**config.mk**
```make
export PLATFORM = sky130hd
export DESIGN_NAME = link_registration_keepalive_fsm
export DESIGN_NICKNAME = d
export VERILOG_FILES = /design/src/rtl/lrk_pkg.sv /design/src/rtl/link_registration_keepalive_fsm.sv
export VERILOG_INCLUDE_DIRS = /design/src /design/src/rtl
export SDC_FILE = /design/constraint.sdc
export NUM_CORES = 1
export LEC_CHECK = 0
export ABC_AREA = 1
export BUFFER_PORTS_ARGS = -buffer_cell sky130_fd_sc_hd__buf_2
export CORE_AREA = 10 10 230 232
export CTS_CLUSTER_SIZE = 16
export DETAILED_ROUTE_END_ITERATION = 8
export DIE_AREA = 0 0 240 242
export PLACE_DENSITY = 0.49
export SLEW_MARGIN = 20
export SYNTH_ARGS = -nofsm -noshare
export SYNTH_HDL_FRONTEND = slang
export SYNTH_SLANG_ARGS = --single-unit
```
**constraint.sdc**
```tcl
create_clock -name clk_i -period 4.1 [get_ports clk_i]
set_clock_uncertainty 0.2 [all_clocks]
set_input_delay 0.82 -clock clk_i [delete_from_list [all_inputs] [get_ports clk_i]]
set_output_delay 0.82 -clock clk_i [all_outputs]
set_load 0.03 [all_outputs]
```
**src/rtl/link_registration_keepalive_fsm_assert.svh**
```systemverilog
// ----------------------------------------------------------------------------
// Assertion macros for the link registration keepalive controller
// Concurrent checks on clk_i, disabled while rst_ni is low.
// ----------------------------------------------------------------------------
`ifndef LINK_REGISTRATION_KEEPALIVE_FSM_ASSERT_SVH
`define LINK_REGISTRATION_KEEPALIVE_FSM_ASSERT_SVH

// Same-cycle implication.
`define LRK_ASSERT_SAME(label, ante, cons, msg) \
  label: assert property (@(posedge clk_i) disable iff (!rst_ni) \
    (ante) |-> (cons)) else $error(msg);

// Next-cycle implication.
`define LRK_ASSERT_NEXT(label, ante, cons, msg) \
  label: assert property (@(posedge clk_i) disable iff (!rst_ni) \
    (ante) |=> (cons)) else $error(msg);

`endif

```
**src/rtl/lrk_pkg.sv**
```systemverilog
// ----------------------------------------------------------------------------
// lrk_pkg
// Types, codes and reset values of the link registration keepalive controller.
// ----------------------------------------------------------------------------
`timescale 1ns / 1ps

package lrk_pkg;

  localparam int unsigned CfgW  = 20;
  localparam int unsigned TimeW = 32;

  localparam logic [CfgW-1:0] RETRY_RESET    = CfgW'(5000);
  localparam logic [CfgW-1:0] HB_INT_RESET   = CfgW'(10000);
  localparam logic [CfgW-1:0] HB_ACK_TO_RESET = CfgW'(5000);

  // Configuration register indexes
  localparam logic [1:0] CFG_RETRY     = 2'd0;
  localparam logic [1:0] CFG_HB_INT    = 2'd1;
  localparam logic [1:0] CFG_HB_ACK_TO = 2'd2;

  // Event codes
  localparam logic [2:0] FUNC_TICK  = 3'd0;
  localparam logic [2:0] FUNC_ACK   = 3'd1;
  localparam logic [2:0] FUNC_NACK  = 3'd2;
  localparam logic [2:0] FUNC_DATA  = 3'd3;
  localparam logic [2:0] FUNC_CMD   = 3'd4;
  localparam logic [2:0] FUNC_DEREG = 3'd5;

  // Transmit codes
  localparam logic [2:0] SEND_NONE  = 3'd0;
  localparam logic [2:0] SEND_REG   = 3'd1;
  localparam logic [2:0] SEND_HB    = 3'd2;
  localparam logic [2:0] SEND_ACK   = 3'd3;
  localparam logic [2:0] SEND_DEREG = 3'd4;

  // Delivery codes
  localparam logic [1:0] DLV_NONE = 2'd0;
  localparam logic [1:0] DLV_DATA = 2'd1;
  localparam logic [1:0] DLV_CMD  = 2'd2;

  // Link state codes as seen on the result word
  localparam logic [1:0] LINK_DISC  = 2'd0;
  localparam logic [1:0] LINK_REGING = 2'd1;
  localparam logic [1:0] LINK_REGED = 2'd2;

  typedef enum logic [2:0] {
    CONN_DISC  = 3'b001,
    CONN_REGING = 3'b010,
    CONN_REGED = 3'b100
  } conn_state_e;

  typedef struct packed {
    logic [2:0]       func;
    logic [TimeW-1:0] now_ms;
    logic [TimeW-1:0] msg_id;
  } in_word_t;

  typedef struct packed {
    logic [2:0]       send_kind;
    logic [TimeW-1:0] send_id;
    logic [1:0]       deliver;
    logic [1:0]       link_state;
    logic             is_registered;
  } out_word_t;

  function automatic logic [1:0] link_code(conn_state_e st);
    logic [1:0] code;
    unique case (st)
      CONN_DISC:   code = LINK_DISC;
      CONN_REGING: code = LINK_REGING;
      CONN_REGED:  code = LINK_REGED;
      default:     code = LINK_DISC;
    endcase
    return code;
  endfunction

endpackage

```
**src/rtl/link_registration_keepalive_fsm.sv**
```systemverilog
// ----------------------------------------------------------------------------
// link_registration_keepalive_fsm
// Device-side registration and heartbeat controller with timeouts.
// ----------------------------------------------------------------------------
// Usage:
//   Input channel (in_valid_i / in_ready_o / in_word_i) carries one event word:
//   a tick, ack, nack, data, command or deregister request, stamped with the
//   current millisecond time. Every event yields exactly one result word on
//   the output channel (out_valid_o / out_ready_i / out_word_o): the message
//   to transmit, the payload delivery and the link state after the event.
//   The event word is held in the input register, then its result word loads
//   the result register, from which the receiver takes it. Throughput is one
//   word per cycle while the receiver does not stall; the single state update
//   between the two registers sets that rate.
//   When the receiver stalls, the result register holds, the input register
//   fills behind it, and in_ready_o drops only once both are occupied.
//   Reset empties both registers, puts the link in disconnected with all
//   times and ids at zero, and loads the interval registers with their
//   defaults (5000, 10000 and 5000 ms). Interval registers are written
//   through cfg_we_i / cfg_idx_i / cfg_wdata_i, by the user only while no
//   event is in flight (the block does not enforce this); unknown indexes are dropped.
// ----------------------------------------------------------------------------
`timescale 1ns / 1ps

module link_registration_keepalive_fsm
  import lrk_pkg::*;
(
  input  logic                clk_i,
  input  logic                rst_ni,
  // configuration write port
  input  logic                cfg_we_i,
  input  logic [1:0]          cfg_idx_i,
  input  logic [CfgW-1:0]     cfg_wdata_i,
  // event words
  input  logic                in_valid_i,
  output logic                in_ready_o,
  input  in_word_t            in_word_i,
  // result words
  output logic                out_valid_o,
  input  logic                out_ready_i,
  output out_word_t           out_word_o
);

  `include "link_registration_keepalive_fsm_assert.svh"

  // Interval registers
  logic [CfgW-1:0] retry_q, hb_int_q, hb_ack_to_q;

  // Pipeline registers
  logic      in_valid_q;
  in_word_t  in_q;
  logic      out_valid_q;
  out_word_t out_q;

  // Link state
  conn_state_e      conn_q, conn_d;
  logic             reg_flag_q, reg_flag_d;
  logic             await_hb_q, await_hb_d;
  logic [TimeW-1:0] last_att_q, last_att_d;
  logic [TimeW-1:0] last_hb_q, last_hb_d;
  logic [TimeW-1:0] reg_id_q, reg_id_d;
  logic [TimeW-1:0] hb_id_q, hb_id_d;

  logic             advance;
  logic [TimeW-1:0] el_att, el_hb;
  out_word_t        res_d;

  // Advance the held event into the result register when that register is
  // free or being emptied this cycle.
  assign advance    = in_valid_q && (!out_valid_q || out_ready_i);
  assign in_ready_o = !in_valid_q || advance;

  assign out_valid_o = out_valid_q;
  assign out_word_o  = out_q;

  // Wrapping elapsed times since the last attempt and the last heartbeat
  assign el_att = in_q.now_ms - last_att_q;
  assign el_hb  = in_q.now_ms - last_hb_q;

  always_comb begin
    conn_d        = conn_q;
    reg_flag_d    = reg_flag_q;
    await_hb_d    = await_hb_q;
    last_att_d    = last_att_q;
    last_hb_d     = last_hb_q;
    reg_id_d      = reg_id_q;
    hb_id_d       = hb_id_q;
    res_d.send_kind = SEND_NONE;
    res_d.send_id   = '0;
    res_d.deliver   = DLV_NONE;

    unique case (in_q.func)
      FUNC_TICK: begin
        unique case (conn_q)
          CONN_DISC: begin
            // Retry registration once the retry interval has run out
            if (el_att >= TimeW'(retry_q)) begin
              res_d.send_kind = SEND_REG;
              res_d.send_id   = in_q.now_ms;
              reg_id_d        = in_q.now_ms;
              last_att_d      = in_q.now_ms;
              conn_d          = CONN_REGING;
            end
          end
          CONN_REGING: begin
            // Registration ack never came: give up
            if (el_att >= TimeW'(retry_q)) begin
              conn_d = CONN_DISC;
            end
          end
          CONN_REGED: begin
            if (await_hb_q) begin
              // Heartbeat ack overdue: drop the link
              if (el_hb >= TimeW'(hb_ack_to_q)) begin
                conn_d     = CONN_DISC;
                reg_flag_d = 1'b0;
                await_hb_d = 1'b0;
              end
            end else if (el_hb >= TimeW'(hb_int_q)) begin
              res_d.send_kind = SEND_HB;
              res_d.send_id   = in_q.now_ms;
              await_hb_d      = 1'b1;
              last_hb_d       = in_q.now_ms;
              hb_id_d         = in_q.now_ms;
            end
          end
          default: ;
        endcase
      end
      FUNC_ACK: begin
        if (conn_q == CONN_REGING && in_q.msg_id == reg_id_q) begin
          conn_d     = CONN_REGED;
          reg_flag_d = 1'b1;
          await_hb_d = 1'b0;
        end else if (await_hb_q && in_q.msg_id == hb_id_q) begin
          await_hb_d = 1'b0;
        end
      end
      FUNC_NACK: begin
        conn_d     = CONN_DISC;
        reg_flag_d = 1'b0;
      end
      FUNC_DATA: begin
        // Echo the id back and hand the payload up
        res_d.deliver   = DLV_DATA;
        res_d.send_kind = SEND_ACK;
        res_d.send_id   = in_q.msg_id;
      end
      FUNC_CMD: begin
        res_d.deliver = DLV_CMD;
      end
      FUNC_DEREG: begin
        res_d.send_kind = SEND_DEREG;
        res_d.send_id   = in_q.now_ms;
        reg_flag_d      = 1'b0;
      end
      default: ;
    endcase

    res_d.link_state    = link_code(conn_d);
    res_d.is_registered = reg_flag_d;
  end

  // Configuration
  always_ff @(posedge clk_i or negedge rst_ni) begin
    if (!rst_ni) begin
      retry_q     <= RETRY_RESET;
      hb_int_q    <= HB_INT_RESET;
      hb_ack_to_q <= HB_ACK_TO_RESET;
    end else if (cfg_we_i) begin
      unique case (cfg_idx_i)
        CFG_RETRY:     retry_q     <= cfg_wdata_i;
        CFG_HB_INT:    hb_int_q    <= cfg_wdata_i;
        CFG_HB_ACK_TO: hb_ack_to_q <= cfg_wdata_i;
        default: ;
      endcase
    end
  end

  // Control: valid flags and link state
  always_ff @(posedge clk_i or negedge rst_ni) begin
    if (!rst_ni) begin
      in_valid_q  <= 1'b0;
      out_valid_q <= 1'b0;
      conn_q      <= CONN_DISC;
      reg_flag_q  <= 1'b0;
      await_hb_q  <= 1'b0;
      last_att_q  <= '0;
      last_hb_q   <= '0;
      reg_id_q    <= '0;
      hb_id_q     <= '0;
    end else begin
      if (in_ready_o) begin
        in_valid_q <= in_valid_i;
      end
      if (advance) begin
        out_valid_q <= 1'b1;
        conn_q      <= conn_d;
        reg_flag_q  <= reg_flag_d;
        await_hb_q  <= await_hb_d;
        last_att_q  <= last_att_d;
        last_hb_q   <= last_hb_d;
        reg_id_q    <= reg_id_d;
        hb_id_q     <= hb_id_d;
      end else if (out_ready_i) begin
        out_valid_q <= 1'b0;
      end
    end
  end

  // Payload registers
  always_ff @(posedge clk_i) begin
    if (in_ready_o && in_valid_i) begin
      in_q <= in_word_i;
    end
    if (advance) begin
      out_q <= res_d;
    end
  end

  `LRK_ASSERT_SAME(a_flag_only_when_reged, reg_flag_q, conn_q == CONN_REGED,
    "registered flag set outside the registered state")
  `LRK_ASSERT_NEXT(a_advance_fills_result, advance, out_valid_q,
    "advanced event left no result word")
  `LRK_ASSERT_SAME(a_hb_when_reged, out_valid_q && out_q.send_kind == SEND_HB,
    out_q.link_state == LINK_REGED, "heartbeat sent outside registered state")
  `LRK_ASSERT_SAME(a_reg_enters_reging, out_valid_q && out_q.send_kind == SEND_REG,
    out_q.link_state == LINK_REGING, "registration sent without entering registering")

endmodule

```
Yosys cells after proc, flatten, opt, wreduce, memory -nomap -nowiden --
Cells that the tools add are included.
Word-level totals: register bits after elaboration 238, latch bits 0, bits in writable memories 0, memory bits (read-only) 0, output and inout bits 42, logic and storage cells 87, memories kept 0
Cells by class: add/subtract/negate cells 2, multipliers 0, div/mod/pow operators 0, order comparisons 3, equality and inequality tests 16, shift-type cells 0, muxes and demuxes 28, bitwise operators 1, reduce and logical (&&, ||, !) cells 19
Operators by type and width (number):
- 35-bit case mux with 3 select lines | 1
- 32-bit by 20-bit >= comparator with 1-bit output | 3
- 35-bit case mux with 2 select lines | 1
- 32-bit == test | 2
- 32-bit subtractor | 2
- 35-bit 2-to-1 mux | 1
- 34-bit 2-to-1 mux | 1
- 33-bit 2-to-1 mux | 1
- 3-bit case mux with 3 select lines | 2
- 3-bit 2-to-1 mux | 5
- 3-bit by 2-bit == test with 1-bit output (second input constant) | 4
- 3-bit == test (second input constant) | 4
- 1-bit 2-to-1 mux | 12
- 2-bit case mux with 2 select lines | 2
- 4-bit AND reduction | 2
- 3-bit by 1-bit == test with 1-bit output (second input constant) | 2
- 2-bit AND reduction | 3
- 5-bit AND reduction | 1
- 1-bit logical AND | 4
- 2-bit nonzero test | 2
- 3-bit zero test | 1
- 3-bit inequality test (second input constant) | 1
- 1-bit case mux with 3 select lines | 1
- 2-bit by 1-bit == test with 1-bit output (second input constant) | 1
- other kinds (8) | 10

Depth between registers and ports, before layout --
word-level depth 8, mapped depth 31, depth with buffers taken out 31

Worst setup path before layout --
Ideal clock, no wire load.
path type reg-to-reg, start register in_q[32] (netlist name), end register out_q (netlist bit out_word_o[10]), data pin, setup time 0.259 ns, arrival 3.197 ns, data required time 3.641 ns, slack 0.444 ns, stages on the path, launching flop included 25, buffers on the path 1, period minus slack after synthesis 3.656 ns, cell sequence edfxtp_1 -> inv_1 -> ha_1 -> inv_1 -> fa_1 -> nand3_1 -> nand3_1 -> nand2_1 -> nand3_1 -> a31oi_1 -> xnor2_1 -> ha_1 -> a21oi_1 -> nor2_1 -> a211oi_1 -> nand2_1 -> nor2_1 -> nand2_1 -> nor2_1 -> nand4_2 -> nand2_1 -> nand2_2 -> buf_6 -> nand3_1 -> nand3_1
RTL lines:
- start, declared | line link_registration_keepalive_fsm.sv:51 | in_word_t in_q;
- start signal, assigned | line link_registration_keepalive_fsm.sv:214 | in_q <= in_word_i;
- end signal, assigned | line link_registration_keepalive_fsm.sv:217 | out_q <= res_d;
- end, declared | line link_registration_keepalive_fsm.sv:53 | out_word_t out_q;

==> out/results.ini <==
[status]
outcome=completed

[sta]
fmax_mhz=245
slew_headroom_pct=49.5
hold_violations=0
period_needed_ns=4.08
fin_crit_sh_pct=99.6
slew_viol_final=0
rsz0062_at_grt=yes
tns_ns=0
setup_viol_count_final=0
worstMarginPinSlew_ns=0.751

[cts]
max-clock-path-buffers=3
cts-root-buf=clkbuf_16
h-tree-depth=1
cts_tree=built
numCtsBuffers=29
clkLatencyLatePin_ns=0.59
clk_pin_slew_worst_paths_ns=0.06
clock-sinks=238

[logic_synthesis]
yosys_warnings=0
async_reset_ff_share_pct=55.0
synth_edf_count=107
syn-num-nets=2507
ys_seq_area_share_pct=39.1
synthFlopType=dfrtp_1
syn_area_um2=16700
ys_types=46
ys_seq_elements=238
avgSynthCellArea_um2=7.28
synthCells=2289

[place]
dp_cells=3237
port_buffers=135
routabilityCongestion=0.965
hpwl_um=51100

[critical_path]
crit_required_ns=4.24
worstPathMaxFanout=3
cp_slowest_stage_delay_ns=0.53
cp-end-kind=flip-flop
cpMaxStageDelayCell=edfxtp_1
cp_common_cell=nand2_1
crit_arrival_ns=4.22
critPathLaunchType=flip-flop
path_class=reg2reg

[floorplanning]
row_count=81
dieHeight_um=242
design.core.area_um2=48400
die_w_um=240
pin_count=136
die-area_um2=58100
initial_core_util_pct=34.4

[job]
cap_violations=0

[global_route]
grt_max_degree=66
grt_use_total_pct=21.3
grt_pass1_wl_um=94600
grt_pass1_vias=15800
antenna_found_initial=0
grt-ovfl-total=0

[power_and_ir_drop]
power_density_nw_per_um2=510
leakage_nw=11.6
ir_drop_v=0.000352

[layout]
drive_above_1_share_pct=30.5
instances_no_fill=3347
final_cell_mix=nand2_1, inv_1, buf_4
mostFrequentLayoutCell=nand2_1
fin_nets=2920
antenna_cells=0
areaGrowthSynthToFinish_pct=37.6

[detailed_routing]
dr.pass1.iters=5
num_vias=16300
wl_um=65400
drc_errors=0
avgViaCountPerCell=4.87
wire_per_inst_um=19.5
drtIter0Drc=1121
final_antenna_net_count=0

[worst_hold_path]
hold_path_class=in2async

[synth_stat cells, types with 8 or more instances]
master,n,area share [%]
nand2_1,768,17
inv_1,448,10
nand3_1,142,4.3
ha_1,122,9.2
nor2_1,121,2.7
o21ai_0,116,3.5
dfrtp_1,115,17
edfxtp_1,107,19
a21oi_1,62,1.9
xor2_1,38,2.0
o21ai_2,33,1.7
nand4_1,31,1.2
clkbuf_1,19,0.43
xnor2_1,19,1.0
dfstp_2,16,2.5
nor3_1,16,0.48
nor4_1,13,0.49
nand2_2,11,0.41
or2_2,11,0.41
buf_6,9,0.61
a31oi_1,8,0.30
[area by class of cell]
class                   instances  area, um^2
repair buffers                418        3160
clock buffers                  36         762
clock inverters                18         183
multi-input cells            1566        9860
flip-flops and latches        238        6510
inverters                     449        1690
well taps                     622         778
fillers                      4830       25500
[final timing paths]
path / from / end / slack, ns / cells after the start
min reg2reg: hb_id_q[19] / hb_id_q[19] / 0.28 / 2
max reg2reg: in_q[44] / out_word_o[1] / 0.02 / 29
min: rst_ni / retry_q[2] / 0.08 / 1
max in group asynchronous: rst_ni / hb_id_q[2] / 2.69 / 2
min in group clk_i: in_word_i[26] / in_q[26] / 0.21 / 1
max: in_q[44] / out_word_o[1] / 0.02 / 29
[critical path, delay by kind of cell (launching register included)]
kind            cells  cell delay (ns)
fa+ha+maj           2             0.62
compound gates      1             0.08
buf+inv             3             0.33
xor+xnor            1             0.15
simple gates       22             1.91
flops               1             0.53
[flip-flops by register name, summed over array words and instances, names as in the netlist]
name	flops
retry_q	20
out_word_o	40
hb_id_q	32
hb_int_q	20
out_valid_o	1
in_valid_q	1
conn_q	3
in_q	67
await_hb_q	1
reg_id_q	32
reg_flag_q	1
hb_ack_to_q	20
[report_power, final]
part	switching (W)	total [W]	leakage, nW	internal [W]
clock	0.00113	0.00260	0.461	0.00147
sequential	0.000301	0.00320	2.72	0.00290
combinational	0.00343	0.00590	8.39	0.00246
[cells by family after synthesis]
group	count (synthesis)	share of synthesized area [%]
AOI/OAI and AO/OA	246	8.60
and+or+nand+nor	1139	28.5
adders and majority gates	124	9.40
DFF	238	39.1
xor gates and xnor gates	57	2.99
buffers and inverters	485	11.4
[timing repair]
item	in CTS	in global routing
hold buffers	0	0
resized for setup	85	301
pin swaps	31	72
gates cloned	2	8
setup buffers	17	30
endpoints found under the setup margin	105	105
[layer usage]
layer / vias to the layer above / GRT usage, % / routed length, um
met4: 0 / 5.43 / 1730
li1: 8059 / - / -
met2: 395 / 35.1 / 30800
met1: 7745 / 28.6 / 29600
met3: 94 / 3.28 / 3250
met5: - / 0 / 0
[through the flow]
stage | setup slack (ns) | area (um^2) | total power [W] | hold WS (ns) | utilization, %
after floorplan | 0.444 | 16700 | 0.00606 | 0.253 | -
after global placement | -0.399 | 19700 | 0.00798 | 0.266 | 40.6
after detailed placement | -0.373 | 19700 | 0.00802 | 0.268 | 40.6
after CTS | -0.000473 | 21300 | 0.0109 | 0.0776 | 43.9
after global routing | -0.183 | 22900 | 0.0125 | 0.100 | 47.4
final | 0.0168 | 22900 | 0.0117 | 0.0760 | 47.4
Power figures use the tool's default switching activity.
